--- src/hdl/tsp_pkg.sv ---
`timescale 1ns / 1ps

package tsp_pkg;

  localparam int unsigned BYTE_W    = 8;
  localparam int unsigned FC_W      = 8;
  localparam int unsigned VAL_W     = 25;
  localparam int unsigned TIME_W    = 19;
  localparam int unsigned FLAG_W    = 5;
  localparam int unsigned OUT_PAD_W = 6;
  localparam int unsigned OUT_TDATA_W =
      BYTE_W + VAL_W + TIME_W + VAL_W + FLAG_W + OUT_PAD_W;

  localparam logic [BYTE_W-1:0] CH_DOLLAR = 8'h24;
  localparam logic [BYTE_W-1:0] CH_COMMA  = 8'h2C;
  localparam logic [BYTE_W-1:0] CH_COLON  = 8'h3A;
  localparam logic [BYTE_W-1:0] CH_PLUS   = 8'h2B;
  localparam logic [BYTE_W-1:0] CH_MINUS  = 8'h2D;
  localparam logic [BYTE_W-1:0] CH_SPACE  = 8'h20;
  localparam logic [BYTE_W-1:0] CH_TAB    = 8'h09;
  localparam logic [BYTE_W-1:0] CH_CR     = 8'h0D;
  localparam logic [BYTE_W-1:0] CH_ZERO   = 8'h30;
  localparam logic [BYTE_W-1:0] CH_NINE   = 8'h39;

  localparam logic [BYTE_W-1:0] TEXT_LIMIT_RST = 8'd16;
  localparam logic [VAL_W-1:0]  MAG_CAP        = 25'h0FF_FFFF;
  localparam logic [VAL_W-1:0]  GROUP_CAP      = 25'd255;
  localparam logic [11:0]       SECS_PER_HOUR  = 12'(60 * 60);
  localparam logic [11:0]       SECS_PER_MIN   = 12'd60;
  localparam logic [11:0]       SECS_PER_SEC   = 12'd1;

  // Bit positions in valid_flags.
  localparam int unsigned FLAG_COMPLETE = 0;
  localparam int unsigned FLAG_TIME     = 1;
  localparam int unsigned FLAG_LAT      = 2;
  localparam int unsigned FLAG_LONG     = 3;
  localparam int unsigned FLAG_ALT      = 4;

  typedef enum logic [1:0] {
    KIND_CALL    = 2'd0,
    KIND_LAT     = 2'd1,
    KIND_LONG    = 2'd2,
    KIND_SUMMARY = 2'd3
  } kind_e;

  typedef enum logic [10:0] {
    PH_SEARCH    = 11'b000_0000_0001,
    PH_DOLLARS   = 11'b000_0000_0010,
    PH_CALL      = 11'b000_0000_0100,
    PH_SEQ       = 11'b000_0000_1000,
    PH_TIME      = 11'b000_0001_0000,
    PH_TIME_TAIL = 11'b000_0010_0000,
    PH_LAT       = 11'b000_0100_0000,
    PH_LONG      = 11'b000_1000_0000,
    PH_ALT       = 11'b001_0000_0000,
    PH_TAIL      = 11'b010_0000_0000,
    PH_ERROR     = 11'b100_0000_0000
  } phase_e;

  // Stage of the text-to-integer conversion.
  typedef enum logic [3:0] {
    NM_SKIP   = 4'b0001,
    NM_SIGN   = 4'b0010,
    NM_DIGITS = 4'b0100,
    NM_STOP   = 4'b1000
  } num_mode_e;

  typedef struct packed {
    num_mode_e         mode;
    logic              neg;
    logic [VAL_W-1:0]  acc;
  } num_st_t;

  typedef struct packed {
    kind_e              kind;
    logic [BYTE_W-1:0]  text_char;
    logic [VAL_W-1:0]   sequence_res;
    logic [TIME_W-1:0]  time_seconds;
    logic [VAL_W-1:0]   altitude;
    logic [FLAG_W-1:0]  valid_flags;
    logic               final_res;
  } res_t;

  typedef struct packed {
    logic char_vld;
    res_t char_res;
    logic sum_vld;
    res_t sum_res;
  } core_res_t;

  function automatic logic is_space(input logic [BYTE_W-1:0] c);
    return (c == CH_SPACE) || ((c >= CH_TAB) && (c <= CH_CR));
  endfunction

  function automatic logic [VAL_W-1:0] signed_of(input logic neg,
                                                 input logic [VAL_W-1:0] mag);
    return neg ? (VAL_W'(0) - mag) : mag;
  endfunction

  // One character into the text-to-integer conversion. The magnitude is
  // clamped at cap.
  function automatic num_st_t num_feed(input num_st_t s,
                                       input logic [BYTE_W-1:0] c,
                                       input logic [VAL_W-1:0] cap);
    num_st_t          r;
    logic             digit;
    logic [3:0]       d;
    logic [VAL_W+3:0] v;
    r     = s;
    digit = (c >= CH_ZERO) && (c <= CH_NINE);
    d     = c[3:0];
    v     = ({4'd0, s.acc} << 3) + ({4'd0, s.acc} << 1) + (VAL_W + 4)'(d);
    case (s.mode)
      NM_SKIP: begin
        if (is_space(c)) begin
          r = s;
        end else if (c == CH_PLUS) begin
          r.mode = NM_SIGN;
        end else if (c == CH_MINUS) begin
          r.neg  = 1'b1;
          r.mode = NM_SIGN;
        end else if (digit) begin
          r.acc  = VAL_W'(d);
          r.mode = NM_DIGITS;
        end else begin
          r.mode = NM_STOP;
        end
      end
      NM_SIGN: begin
        if (digit) begin
          r.acc  = VAL_W'(d);
          r.mode = NM_DIGITS;
        end else begin
          r.mode = NM_STOP;
        end
      end
      NM_DIGITS: begin
        if (digit) begin
          r.acc = (v > (VAL_W + 4)'(cap)) ? cap : v[VAL_W-1:0];
        end else begin
          r.mode = NM_STOP;
        end
      end
      default: begin
        r = s;
      end
    endcase
    return r;
  endfunction

endpackage

--- src/hdl/tsp_core.sv ---
`timescale 1ns / 1ps

module tsp_core import tsp_pkg::*; #(
  parameter int unsigned DIGIT_LIMIT = 7
) (
  input  logic              clk_i,
  input  logic              rst_ni,
  input  logic              take_i,
  input  logic [BYTE_W-1:0] byte_i,
  input  logic              last_i,
  input  logic [BYTE_W-1:0] text_limit_i,
  output core_res_t         res_o
);

  localparam logic [FC_W-1:0] DIG_LIM     = FC_W'(DIGIT_LIMIT);
  localparam logic [FC_W-1:0] TIME_COLON1 = 8'd2;
  localparam logic [FC_W-1:0] TIME_COLON2 = 8'd5;
  localparam logic [FC_W-1:0] TIME_LEN    = 8'd8;

  phase_e            phase_q, phase_d;
  logic [FC_W-1:0]   fc_q, fc_d;
  num_mode_e         nmode_q, nmode_d;
  logic              neg_q, neg_d;
  logic [VAL_W-1:0]  seq_q, seq_d;
  logic [7:0]        grp_q, grp_d;
  logic [TIME_W-1:0] time_q, time_d;
  logic [VAL_W-1:0]  alt_q, alt_d;
  logic [4:1]        flags_q, flags_d;
  logic              ferr_q, ferr_d;

  logic              is_comma;
  logic              emit;
  kind_e             emit_kind;
  num_st_t           fed_seq, fed_alt, fed_grp, seed_grp;
  logic              grp_start;
  logic [7:0]        grp_val;
  logic [11:0]       weight;
  logic [19:0]       prod, tsum;
  logic [VAL_W-1:0]  seq_fin, alt_fin;
  logic              seq_open;
  logic [FLAG_W-1:0] sum_flags;

  assign is_comma = (byte_i == CH_COMMA);

  assign fed_seq = num_feed(num_st_t'{mode: nmode_q, neg: neg_q, acc: seq_q}, byte_i, MAG_CAP);
  assign fed_alt = num_feed(num_st_t'{mode: nmode_q, neg: neg_q, acc: alt_q}, byte_i, MAG_CAP);

  // Time groups: a new conversion starts on the first character of each pair.
  assign grp_start = (fc_q == 8'd0) || (fc_q == 8'd3) || (fc_q == 8'd6);
  assign seed_grp  = grp_start ? num_st_t'{mode: NM_SKIP, neg: 1'b0, acc: '0}
                               : num_st_t'{mode: nmode_q, neg: neg_q, acc: VAL_W'(grp_q)};
  assign fed_grp   = num_feed(seed_grp, byte_i, GROUP_CAP);
  assign grp_val   = fed_grp.neg ? 8'd0 : fed_grp.acc[7:0];

  always_comb begin
    case (fc_q)
      8'd1:    weight = SECS_PER_HOUR;
      8'd4:    weight = SECS_PER_MIN;
      default: weight = SECS_PER_SEC;
    endcase
  end

  assign prod = 20'(grp_val) * 20'(weight);
  assign tsum = 20'(time_q) + prod;

  always_comb begin
    phase_d   = phase_q;
    fc_d      = fc_q;
    nmode_d   = nmode_q;
    neg_d     = neg_q;
    seq_d     = seq_q;
    grp_d     = grp_q;
    time_d    = time_q;
    alt_d     = alt_q;
    flags_d   = flags_q;
    ferr_d    = ferr_q;
    emit      = 1'b0;
    emit_kind = KIND_CALL;
    case (phase_q)
      PH_SEARCH: begin
        if (byte_i == CH_DOLLAR) begin
          phase_d = PH_DOLLARS;
        end
      end
      PH_DOLLARS: begin
        if (byte_i != CH_DOLLAR) begin
          fc_d = '0;
          if (is_comma) begin
            phase_d = PH_SEQ;
            nmode_d = NM_SKIP;
            neg_d   = 1'b0;
            seq_d   = '0;
          end else begin
            phase_d = PH_CALL;
            if (text_limit_i != '0) begin
              fc_d = 8'd1;
              emit = 1'b1;
            end
          end
        end
      end
      PH_CALL: begin
        if (is_comma) begin
          phase_d = PH_SEQ;
          fc_d    = '0;
          nmode_d = NM_SKIP;
          neg_d   = 1'b0;
          seq_d   = '0;
        end else if (fc_q < text_limit_i) begin
          fc_d = fc_q + 8'd1;
          emit = 1'b1;
        end
      end
      PH_SEQ: begin
        if (is_comma) begin
          seq_d   = signed_of(neg_q, seq_q);
          phase_d = PH_TIME;
          fc_d    = '0;
          time_d  = '0;
        end else if (fc_q < DIG_LIM) begin
          fc_d    = fc_q + 8'd1;
          nmode_d = fed_seq.mode;
          neg_d   = fed_seq.neg;
          seq_d   = fed_seq.acc;
        end
      end
      PH_TIME: begin
        if ((fc_q == '0) && is_comma) begin
          phase_d = PH_LAT;
        end else if (is_comma ||
                     (((fc_q == TIME_COLON1) || (fc_q == TIME_COLON2)) &&
                      (byte_i != CH_COLON))) begin
          ferr_d  = 1'b1;
          phase_d = PH_ERROR;
        end else begin
          if ((fc_q != TIME_COLON1) && (fc_q != TIME_COLON2)) begin
            nmode_d = fed_grp.mode;
            neg_d   = fed_grp.neg;
            grp_d   = fed_grp.acc[7:0];
            if ((fc_q == 8'd1) || (fc_q == 8'd4) || (fc_q == 8'd7)) begin
              time_d = tsum[TIME_W-1:0];
            end
          end
          fc_d = fc_q + 8'd1;
          if ((fc_q + 8'd1) == TIME_LEN) begin
            flags_d[FLAG_TIME] = 1'b1;
            phase_d            = PH_TIME_TAIL;
          end
        end
      end
      PH_TIME_TAIL: begin
        if (is_comma) begin
          phase_d = PH_LAT;
          fc_d    = '0;
        end
      end
      PH_LAT: begin
        emit_kind = KIND_LAT;
        if (is_comma) begin
          phase_d = PH_LONG;
          fc_d    = '0;
        end else begin
          flags_d[FLAG_LAT] = 1'b1;
          if (fc_q < text_limit_i) begin
            fc_d = fc_q + 8'd1;
            emit = 1'b1;
          end
        end
      end
      PH_LONG: begin
        emit_kind = KIND_LONG;
        if (is_comma) begin
          phase_d = PH_ALT;
          fc_d    = '0;
          nmode_d = NM_SKIP;
          neg_d   = 1'b0;
          alt_d   = '0;
        end else begin
          flags_d[FLAG_LONG] = 1'b1;
          if (fc_q < text_limit_i) begin
            fc_d = fc_q + 8'd1;
            emit = 1'b1;
          end
        end
      end
      PH_ALT: begin
        if (is_comma) begin
          if (flags_q[FLAG_ALT]) begin
            alt_d = signed_of(neg_q, alt_q);
          end
          phase_d = PH_TAIL;
        end else begin
          flags_d[FLAG_ALT] = 1'b1;
          if (fc_q < DIG_LIM) begin
            fc_d    = fc_q + 8'd1;
            nmode_d = fed_alt.mode;
            neg_d   = fed_alt.neg;
            alt_d   = fed_alt.acc;
          end
        end
      end
      default: begin
        phase_d = phase_q;
      end
    endcase
  end

  // Summary: an open number field is closed with what it holds so far.
  assign seq_fin  = (phase_d == PH_SEQ) ? signed_of(neg_d, seq_d) : seq_d;
  assign alt_fin  = ((phase_d == PH_ALT) && flags_d[FLAG_ALT]) ?
                    signed_of(neg_d, alt_d) : alt_d;
  assign seq_open = (phase_d == PH_SEQ) || (phase_d == PH_TIME) ||
                    (phase_d == PH_TIME_TAIL) || (phase_d == PH_LAT) ||
                    (phase_d == PH_LONG) || (phase_d == PH_ALT) ||
                    (phase_d == PH_TAIL);
  assign sum_flags = {flags_d, 1'b1};

  always_comb begin
    res_o.char_vld              = emit;
    res_o.char_res.kind         = emit_kind;
    res_o.char_res.text_char    = byte_i;
    res_o.char_res.sequence_res = '0;
    res_o.char_res.time_seconds = '0;
    res_o.char_res.altitude     = '0;
    res_o.char_res.valid_flags  = '0;
    res_o.char_res.final_res    = !last_i;

    res_o.sum_vld              = last_i;
    res_o.sum_res.kind         = KIND_SUMMARY;
    res_o.sum_res.text_char    = '0;
    res_o.sum_res.final_res    = 1'b1;
    if (ferr_d) begin
      res_o.sum_res.sequence_res = '0;
      res_o.sum_res.time_seconds = '0;
      res_o.sum_res.altitude     = '0;
      res_o.sum_res.valid_flags  = '0;
    end else begin
      res_o.sum_res.sequence_res = seq_open ? seq_fin : '0;
      res_o.sum_res.time_seconds = sum_flags[FLAG_TIME] ? time_d : '0;
      res_o.sum_res.altitude     = sum_flags[FLAG_ALT] ? alt_fin : '0;
      res_o.sum_res.valid_flags  = sum_flags;
    end
  end

  always_ff @(posedge clk_i or negedge rst_ni) begin
    if (!rst_ni) begin
      phase_q <= PH_SEARCH;
      fc_q    <= '0;
      nmode_q <= NM_SKIP;
      neg_q   <= 1'b0;
      seq_q   <= '0;
      grp_q   <= '0;
      time_q  <= '0;
      alt_q   <= '0;
      flags_q <= '0;
      ferr_q  <= 1'b0;
    end else if (take_i) begin
      if (last_i) begin
        phase_q <= PH_SEARCH;
        fc_q    <= '0;
        nmode_q <= NM_SKIP;
        neg_q   <= 1'b0;
        seq_q   <= '0;
        grp_q   <= '0;
        time_q  <= '0;
        alt_q   <= '0;
        flags_q <= '0;
        ferr_q  <= 1'b0;
      end else begin
        phase_q <= phase_d;
        fc_q    <= fc_d;
        nmode_q <= nmode_d;
        neg_q   <= neg_d;
        seq_q   <= seq_d;
        grp_q   <= grp_d;
        time_q  <= time_d;
        alt_q   <= alt_d;
        flags_q <= flags_d;
        ferr_q  <= ferr_d;
      end
    end
  end

endmodule

--- src/hdl/tsp_out_stage.sv ---
`timescale 1ns / 1ps

module tsp_out_stage import tsp_pkg::*; (
  input  logic      clk_i,
  input  logic      rst_ni,
  input  logic      take_i,
  input  core_res_t core_res_i,
  input  logic      ready_i,
  output logic      valid_o,
  output res_t      res_o,
  output logic      room_o
);

  logic out_vld_q, out_vld_d;
  res_t out_res_q, out_res_d;
  logic pend_vld_q, pend_vld_d;
  res_t pend_res_q, pend_res_d;
  logic slot_free;

  assign slot_free = !out_vld_q || ready_i;
  // The parser may only run when the result register frees up and no
  // summary is still parked behind a character.
  assign room_o    = slot_free && !pend_vld_q;

  always_comb begin
    out_vld_d  = out_vld_q;
    out_res_d  = out_res_q;
    pend_vld_d = pend_vld_q;
    pend_res_d = pend_res_q;
    if (slot_free) begin
      if (pend_vld_q) begin
        out_vld_d  = 1'b1;
        out_res_d  = pend_res_q;
        pend_vld_d = 1'b0;
      end else if (take_i && (core_res_i.char_vld || core_res_i.sum_vld)) begin
        out_vld_d  = 1'b1;
        out_res_d  = core_res_i.char_vld ? core_res_i.char_res : core_res_i.sum_res;
        pend_vld_d = core_res_i.char_vld && core_res_i.sum_vld;
        pend_res_d = core_res_i.sum_res;
      end else begin
        out_vld_d = 1'b0;
      end
    end
  end

  always_ff @(posedge clk_i or negedge rst_ni) begin
    if (!rst_ni) begin
      out_vld_q  <= 1'b0;
      pend_vld_q <= 1'b0;
    end else begin
      out_vld_q  <= out_vld_d;
      pend_vld_q <= pend_vld_d;
    end
  end

  always_ff @(posedge clk_i) begin
    out_res_q  <= out_res_d;
    pend_res_q <= pend_res_d;
  end

  assign valid_o = out_vld_q;
  assign res_o   = out_res_q;

endmodule

--- src/hdl/telemetry_sentence_parser.sv ---
`timescale 1ns / 1ps

// Telemetry sentence parser. Sentence bytes enter on the slave stream, one
// byte per request, with tlast marking the final byte of a buffer. Everything
// up to and including the first run of '$' is skipped; the rest is read as
// comma-separated fields callsign, sequence, time, latitude, longitude and
// altitude. Each callsign, latitude and longitude character up to the limit
// held in the configuration register comes out as a character result; the
// final byte of a buffer adds a summary result carrying the sequence number,
// the time in seconds, the altitude and the validity flags, after which the
// parser starts over. The block takes one byte per clock cycle while the
// result side has room: a byte is registered, parsed by combinational logic
// whose longest path is the multiply-by-ten accumulate followed by the sign
// correction, and its result lands in the output register. A byte that
// yields both a character and a summary parks the summary in a holding slot,
// and the byte after it waits until that summary reaches the output register.
// The configuration register may only be written while no byte is in flight.
module telemetry_sentence_parser import tsp_pkg::*; #(
  parameter int unsigned DIGIT_LIMIT = 7
) (
  input  logic                   clk_i,
  input  logic                   rst_ni,
  // Sentence bytes.
  input  logic                   s_axis_tvalid,
  output logic                   s_axis_tready,
  input  logic [BYTE_W-1:0]      s_axis_tdata,   // [7:0] byte_in
  input  logic                   s_axis_tlast,   // end_of_buffer
  // Results.
  output logic                   m_axis_tvalid,
  input  logic                   m_axis_tready,
  // [7:0] text_char, [32:8] sequence_res, [51:33] time_seconds,
  // [76:52] altitude, [81:77] valid_flags, [87:82] zero
  output logic [OUT_TDATA_W-1:0] m_axis_tdata,
  output logic [1:0]             m_axis_tuser,   // [1:0] kind
  output logic                   m_axis_tlast,   // final_res
  // Text limit register write.
  input  logic                   cfg_valid_i,
  output logic                   cfg_ready_o,
  input  logic [BYTE_W-1:0]      cfg_data_i
);

  logic              in_vld_q, in_vld_d;
  logic [BYTE_W-1:0] in_byte_q;
  logic              in_last_q;
  logic [BYTE_W-1:0] text_limit_q;
  logic              in_fire;
  logic              room;
  logic              take;
  core_res_t         core_res;
  res_t              out_res;

  // Configuration is accepted in every cycle.
  assign cfg_ready_o = 1'b1;

  always_ff @(posedge clk_i or negedge rst_ni) begin
    if (!rst_ni) begin
      text_limit_q <= TEXT_LIMIT_RST;
    end else if (cfg_valid_i) begin
      text_limit_q <= cfg_data_i;
    end
  end

  // Input register: the parser consumes it as soon as the result side has
  // room, and a new byte can be loaded in the same cycle.
  assign take          = in_vld_q && room;
  assign s_axis_tready = !in_vld_q || room;
  assign in_fire       = s_axis_tvalid && s_axis_tready;

  always_comb begin
    in_vld_d = in_vld_q;
    if (in_fire) begin
      in_vld_d = 1'b1;
    end else if (take) begin
      in_vld_d = 1'b0;
    end
  end

  always_ff @(posedge clk_i or negedge rst_ni) begin
    if (!rst_ni) begin
      in_vld_q <= 1'b0;
    end else begin
      in_vld_q <= in_vld_d;
    end
  end

  always_ff @(posedge clk_i) begin
    if (in_fire) begin
      in_byte_q <= s_axis_tdata;
      in_last_q <= s_axis_tlast;
    end
  end

  // Field parser: holds the sentence state and forms up to two results.
  tsp_core #(
    .DIGIT_LIMIT (DIGIT_LIMIT)
  ) u_core (
    .clk_i        (clk_i),
    .rst_ni       (rst_ni),
    .take_i       (take),
    .byte_i       (in_byte_q),
    .last_i       (in_last_q),
    .text_limit_i (text_limit_q),
    .res_o        (core_res)
  );

  // Result register with a holding slot for a summary that follows a
  // character from the same byte.
  tsp_out_stage u_out (
    .clk_i      (clk_i),
    .rst_ni     (rst_ni),
    .take_i     (take),
    .core_res_i (core_res),
    .ready_i    (m_axis_tready),
    .valid_o    (m_axis_tvalid),
    .res_o      (out_res),
    .room_o     (room)
  );

  assign m_axis_tdata = {{OUT_PAD_W{1'b0}}, out_res.valid_flags, out_res.altitude,
                         out_res.time_seconds, out_res.sequence_res, out_res.text_char};
  assign m_axis_tuser = out_res.kind;
  assign m_axis_tlast = out_res.final_res;

endmodule

--- config.mk ---
export PLATFORM = sky130hd
export DESIGN_NAME = telemetry_sentence_parser
export DESIGN_NICKNAME = d
export VERILOG_FILES = /design/src/hdl/tsp_pkg.sv /design/src/hdl/tsp_core.sv /design/src/hdl/tsp_out_stage.sv /design/src/hdl/telemetry_sentence_parser.sv
export SDC_FILE = /design/constraint.sdc
export NUM_CORES = 1
export LEC_CHECK = 0
export BUFFER_PORTS_ARGS = -buffer_cell sky130_fd_sc_hd__buf_4
export CORE_MARGIN = 8
export CORE_UTILIZATION = 50
export CTS_BUF_LIST = sky130_fd_sc_hd__clkbuf_8
export DETAILED_ROUTE_END_ITERATION = 7
export PLACE_DENSITY = 0.67
export SLEW_MARGIN = 30
export SYNTH_ARGS = -nofsm -noshare
export SYNTH_HDL_FRONTEND = slang
export SYNTH_HIERARCHICAL = 1
export SYNTH_SLANG_ARGS = --single-unit
--- constraint.sdc ---
create_clock -name clk_i -period 10.6 [get_ports clk_i]
set_clock_uncertainty 0.1 [all_clocks]
set_input_delay 1.06 -clock clk_i [delete_from_list [all_inputs] [get_ports clk_i]]
set_output_delay 1.06 -clock clk_i [all_outputs]
set_load 0.01 [all_outputs]
Yosys cells after proc, flatten, opt, wreduce, memory -nomap -nowiden
Index checks and enable logic that the tools add are counted.
W data, S select, Z words.
{"block": "classes", "shift": 0, "n_eq_ne": 55, "add_sub_neg": 12, "n_reduce_logical": 46, "div": 0, "n_mul": 1, "order_cmp": 9, "n_bitwise": 1, "muxes": 151}
{"op": "$mux W25", "n": 28}
{"op": "$pmux W25 S3", "n": 3}
{"op": "$mux W85", "n": 2}
{"op": "$mux W8", "n": 19}
{"op": "$mux W19", "n": 7}
{"op": "$mux W11", "n": 12}
{"op": "$mux W30", "n": 4}
{"op": "$sub A1 B25 Y25 const A", "n": 4}
{"op": "$pmux W11 S9", "n": 1}
{"op": "$add A28 B26 Y29", "n": 3}
{"op": "$add A29 B4 Y29", "n": 3}
{"op": "$mux W26", "n": 3}
{"op": "$mux W75", "n": 1}
{"op": "$mux W74", "n": 1}
{"op": "$mux W4", "n": 17}
{"op": "$gt A29 B24 Y1 const B", "n": 2}
{"op": "$pmux W25 S2", "n": 1}
{"op": "$pmux W8 S6", "n": 1}
{"op": "$mux W1", "n": 41}
{"op": "$eq A8 B6 Y1 const B", "n": 5}
{"op": "$pmux W19 S2", "n": 1}
{"op": "$pmux W4 S3", "n": 3}
{"op": "$eq A8 B3 Y1 const B", "n": 4}
{"op": "$gt A29 B8 Y1 const B", "n": 1}
{"op": "56 further kinds", "n": 108}
{"block": "word_totals", "output_inout_bits": 94, "in_bits": 22, "latchBits": 0, "ram_bits": 0, "mem_count": 0, "romBits": 0, "regBits": 285}

Logic depth before layout (Yosys ltp)
{"block": "logic_depth", "word_depth": 23, "ltp_mapped": 47, "ltp_nobuf": 46}

By module
The synthesis kept the hierarchy.
{"module": "tsp_core", "area_each_um2": 18258.8, "n_inst": 1, "cells_each": 2424}
{"module": "tsp_out_stage", "area_each_um2": 6988.0, "n_inst": 1, "cells_each": 465}
{"module": "telemetry_sentence_parser", "area_each_um2": 713.2, "n_inst": 1, "cells_each": 40}

Least setup slack after synthesis
OpenSTA, ideal clock, no wires.
{"block": "synth_timing", "path_type": "register to register", "start": "reg u_core.fc_q[7]", "end": "reg u_out.out_res_q (netlist bit u_out/res_o[48]), data pin", "arrival_time_ns": 8.989, "path_stages_with_launch": 46, "synth_period_minus_slack_ns": 9.357, "t_required_ns": 10.232, "path_slack_ns": 1.243, "cell_sequence": "dfrtp_1 -> or3_1 -> nor3_1 -> nand2_1 -> clkbuf_1 -> and2_1 -> ha_1 -> ha_1 -> fa_1 -> a21o_1 -> a21oi_1 -> nor2b_1 -> and3_1 -> a21oi_1 -> o22ai_1 -> nand3b_1 -> o31ai_1 -> a21oi_1 -> (+10 left out) -> inv_1 -> ha_1 -> fa_1 -> a21o_1 -> a21oi_1 -> o21bai_1 -> a21oi_1 -> o21bai_1 -> a21oi_1 -> nor2b_1 -> o21a_1 -> o41ai_1 -> o211ai_1 -> xor2_1 -> a22oi_1 -> nor2_1 -> mux2i_1 -> o21ai_0"}
{"element": "start: declaration", "line": "tsp_core.sv:21", "source": "logic [FC_W-1:0] fc_q, fc_d;"}
{"element": "start signal: assignment", "line": "tsp_core.sv:248", "source": "fc_q <= '0;"}
{"element": "start signal: assignment", "line": "tsp_core.sv:260", "source": "fc_q <= '0;"}
{"element": "start signal: assignment", "line": "tsp_core.sv:271", "source": "fc_q <= fc_d;"}
{"element": "end signal: assignment", "line": "tsp_out_stage.sv:57", "source": "out_res_q <= out_res_d;"}
{"element": "end: declaration", "line": "tsp_out_stage.sv:15", "source": "res_t out_res_q, out_res_d;"}

==> reports/metrics.csv <==
metric,value,unit
Synth cell types,118,
CP Capture Type,register,
Rel. slew slack,30.1,%
DRT Pass-1 Iters,5,
hpwl dp,59000,um
first-pass GRT wire length,125000,um
"Slowest-stage cell, CP",fa_1,
clock sinks,296,
PD cells,96.1,nW/um^2
core area,51300,um^2
Routed WL per cell,21.7,um
routability congestion estimate from global placement,0.958,
chip height,244,um
Synth Area per Inst,8.86,um^2
"commonest non-fill, non-tap cell in the layout",nand2_1,
Worst R2R Setup Slack,0.62,ns
Synth Register Bits,296,
Routed Wire Length,79900,um
Fin. Hold Viols,0,
Finished Cell Area,28000,um^2
CP Max Fanout,18,
vias in the first global route,21893,
vias post-DR,22784,
worst hold margin,0.332,ns
grt total ovfl,0,
# nets final,3228,
hold crit path type,input pin to asynchronous set/reset pin,
Pins Over Slew Limit,0,
port bufs,108,
P&R area growth vs syn,8.00,%
Critical R2R Launch,u_core/fc_q[7]$_DFFE_PN0P_,
Die Span X,244,um
crit-path max cell delay,0.53,ns
Cells after Synth,2929,
Initial Util,50.6,%
largest net degree at the start of global routing,101,
clk slew on worst S/H paths,0.06,ns
clock root cell,clkbuf_8,
clock latency on the worst-skew pair,0.65,ns
maximum VDD drop,0.0836,mV
worst-margin pin slew,1.04,ns
CTS Buf Count,55,
final setup fails,0,
Layout Cells excl Fill,3692,
setup ws final,0.622,ns
DIE AREA,59500,um^2
DP Worst Slack,0.534,ns
crit path launch,u_core/fc_q[7]$_DFFE_PN0P_,
layout cell share with drive strength beyond 1,10.6,%
Total Power,2.69,mW
minimum clock period after layout,9.98,ns
fillers,4664,
DRC errors left,0,
clk buf depth,3,
total track usage,26.0,%
prevailing post-synth register cell,edfxtp_1,
WS Path Type,register to register,
mapped cell area,26000,um^2
fin crit share,94.1,%
Post-synth EDFFs,179,
Post-synth ARST share,39.5,%
post-route ant nets,0,
CTS tree,built,
First DRT Iteration DRCs,2298,
# placed instances,3589,
Ys Warns,6,
status,completed,
fin util,54.6,%
number of H-tree levels,2,
sequential area share after synthesis,32.0,%
Setup TNS,0,ns
Ports,116,
maxcap violations,0,
placed cell area,26800,um^2
num rows,83,
most frequent cells in the layout,"nand2_1 (269), nor2_1 (243), o21ai_0 (210)",
Peak Freq,100,MHz
CP Launch Type,register,
Static Leakage,11.9,nW
Via density,6.17,
initial antenna violation count,0,
hold_buf cts,0,
data arrival time of the critical path,10.22,ns
# diodes,0,
WP data required,10.85,ns
RSZ-0062 raised after global routing,no,
## final cells by class
| class | count | area (um^2) | area share (%) |
|---|---|---|---|
| repair buffers | 153 | 1160 | 4.12 |
| multi-input cells | 2286 | 15900 | 56.8 |
| flip-flops and latches | 296 | 8310 | 29.6 |
| clock inverters | 41 | 318 | 1.13 |
| well taps | 680 | 851 | 3.03 |
| clock buffers | 60 | 826 | 2.95 |
| inverters | 176 | 661 | 2.36 |
## final timing paths
kind	end	cells past startpoint
setup / recovery	u_out/res_o[48]$_DFFE_PP_	45
hold / removal	u_core/time_q[15]$_DFFE_PN0P_	1
setup reg to reg	u_out/res_o[48]$_DFFE_PP_	45
hold reg to reg	u_core/flags_q[2]$_DFFE_PN0P_	2
max in group asynchronous	u_out/pend_vld_q$_DFFE_PN0P_	2
min in group clk_i	u_core/flags_q[2]$_DFFE_PN0P_	2
## Yosys cell counts, drive strengths merged (41+ instances only)
cell type,count,share of area [%]
a31oi,41,0.99
o21ai,258,5.0
ha,186,9.0
nor2,249,3.6
clkbuf,116,1.7
inv,174,2.5
buf,143,4.1
nor3,45,0.87
mux2i,93,3.6
edfxtp,179,21
a22o,41,1.4
nand3,63,1.3
xor2,53,1.8
nand2,271,3.9
a21oi,186,3.7
xnor2,73,2.5
fa,52,4.0
a21o,43,1.3
dfrtp,114,11
## cells by family (layout without fill, tap and decap cells)
family | Yosys count | after routing | synth area share [%]
other | 4 | 92 | 0.0578
XOR/XNOR | 126 | 126 | 4.25
multiplexers | 105 | 105 | 4.22
buffers and inverters | 435 | 430 | 8.29
flip-flops | 296 | 296 | 32.0
adder cells (fa/ha/maj) | 238 | 238 | 13.0
AND/OR/NAND/NOR | 849 | 849 | 15.6
AO/OA/AOI/OAI | 876 | 876 | 22.6
## state kept, by name, summed over array words and instances (netlist names), 11 cells and up
signal,count
u_out/pend_res_q,85
u_out/res_o,85
u_core/alt_q,25
u_core/seq_q,25
u_core/time_q,19
u_core/phase_q,11
## power breakdown
part | switching [mW] | internal, mW
Clock | 0.512 | 0.644
Sequential | 0.0271 | 1.27
Combinational | 0.166 | 0.0744
Total | 0.706 | 1.99
## critical path, delay by kind of cell, from the launching register on
family | cells | cell delay [ns]
flip-flops | 1 | 0.43
adder cells (fa/ha/maj) | 8 | 3.23
XOR/XNOR | 1 | 0.17
buffers and inverters | 6 | 0.60
AND/OR/NAND/NOR | 11 | 2.08
multiplexers | 1 | 0.14
AO/OA/AOI/OAI | 18 | 2.93
## routing by layer
| metal | track usage (%) | part of all wire, % | vias up |
|---|---|---|---|
| li1 | - | - | 10565 |
| met5 | 0 | 0 | - |
| met4 | 8.60 | 2.9 | 0 |
| met1 | 37.3 | 45 | 10919 |
| met2 | 38.4 | 42 | 1144 |
| met3 | 5.61 | 9.4 | 156 |
## repair_timing
item,CTS,global route
hold endpoints to repair,0,0
buffers inserted,0,2
endpoints found under the setup margin,0,5
gates resized for setup,0,6
(Power assumes the default switching activity.)
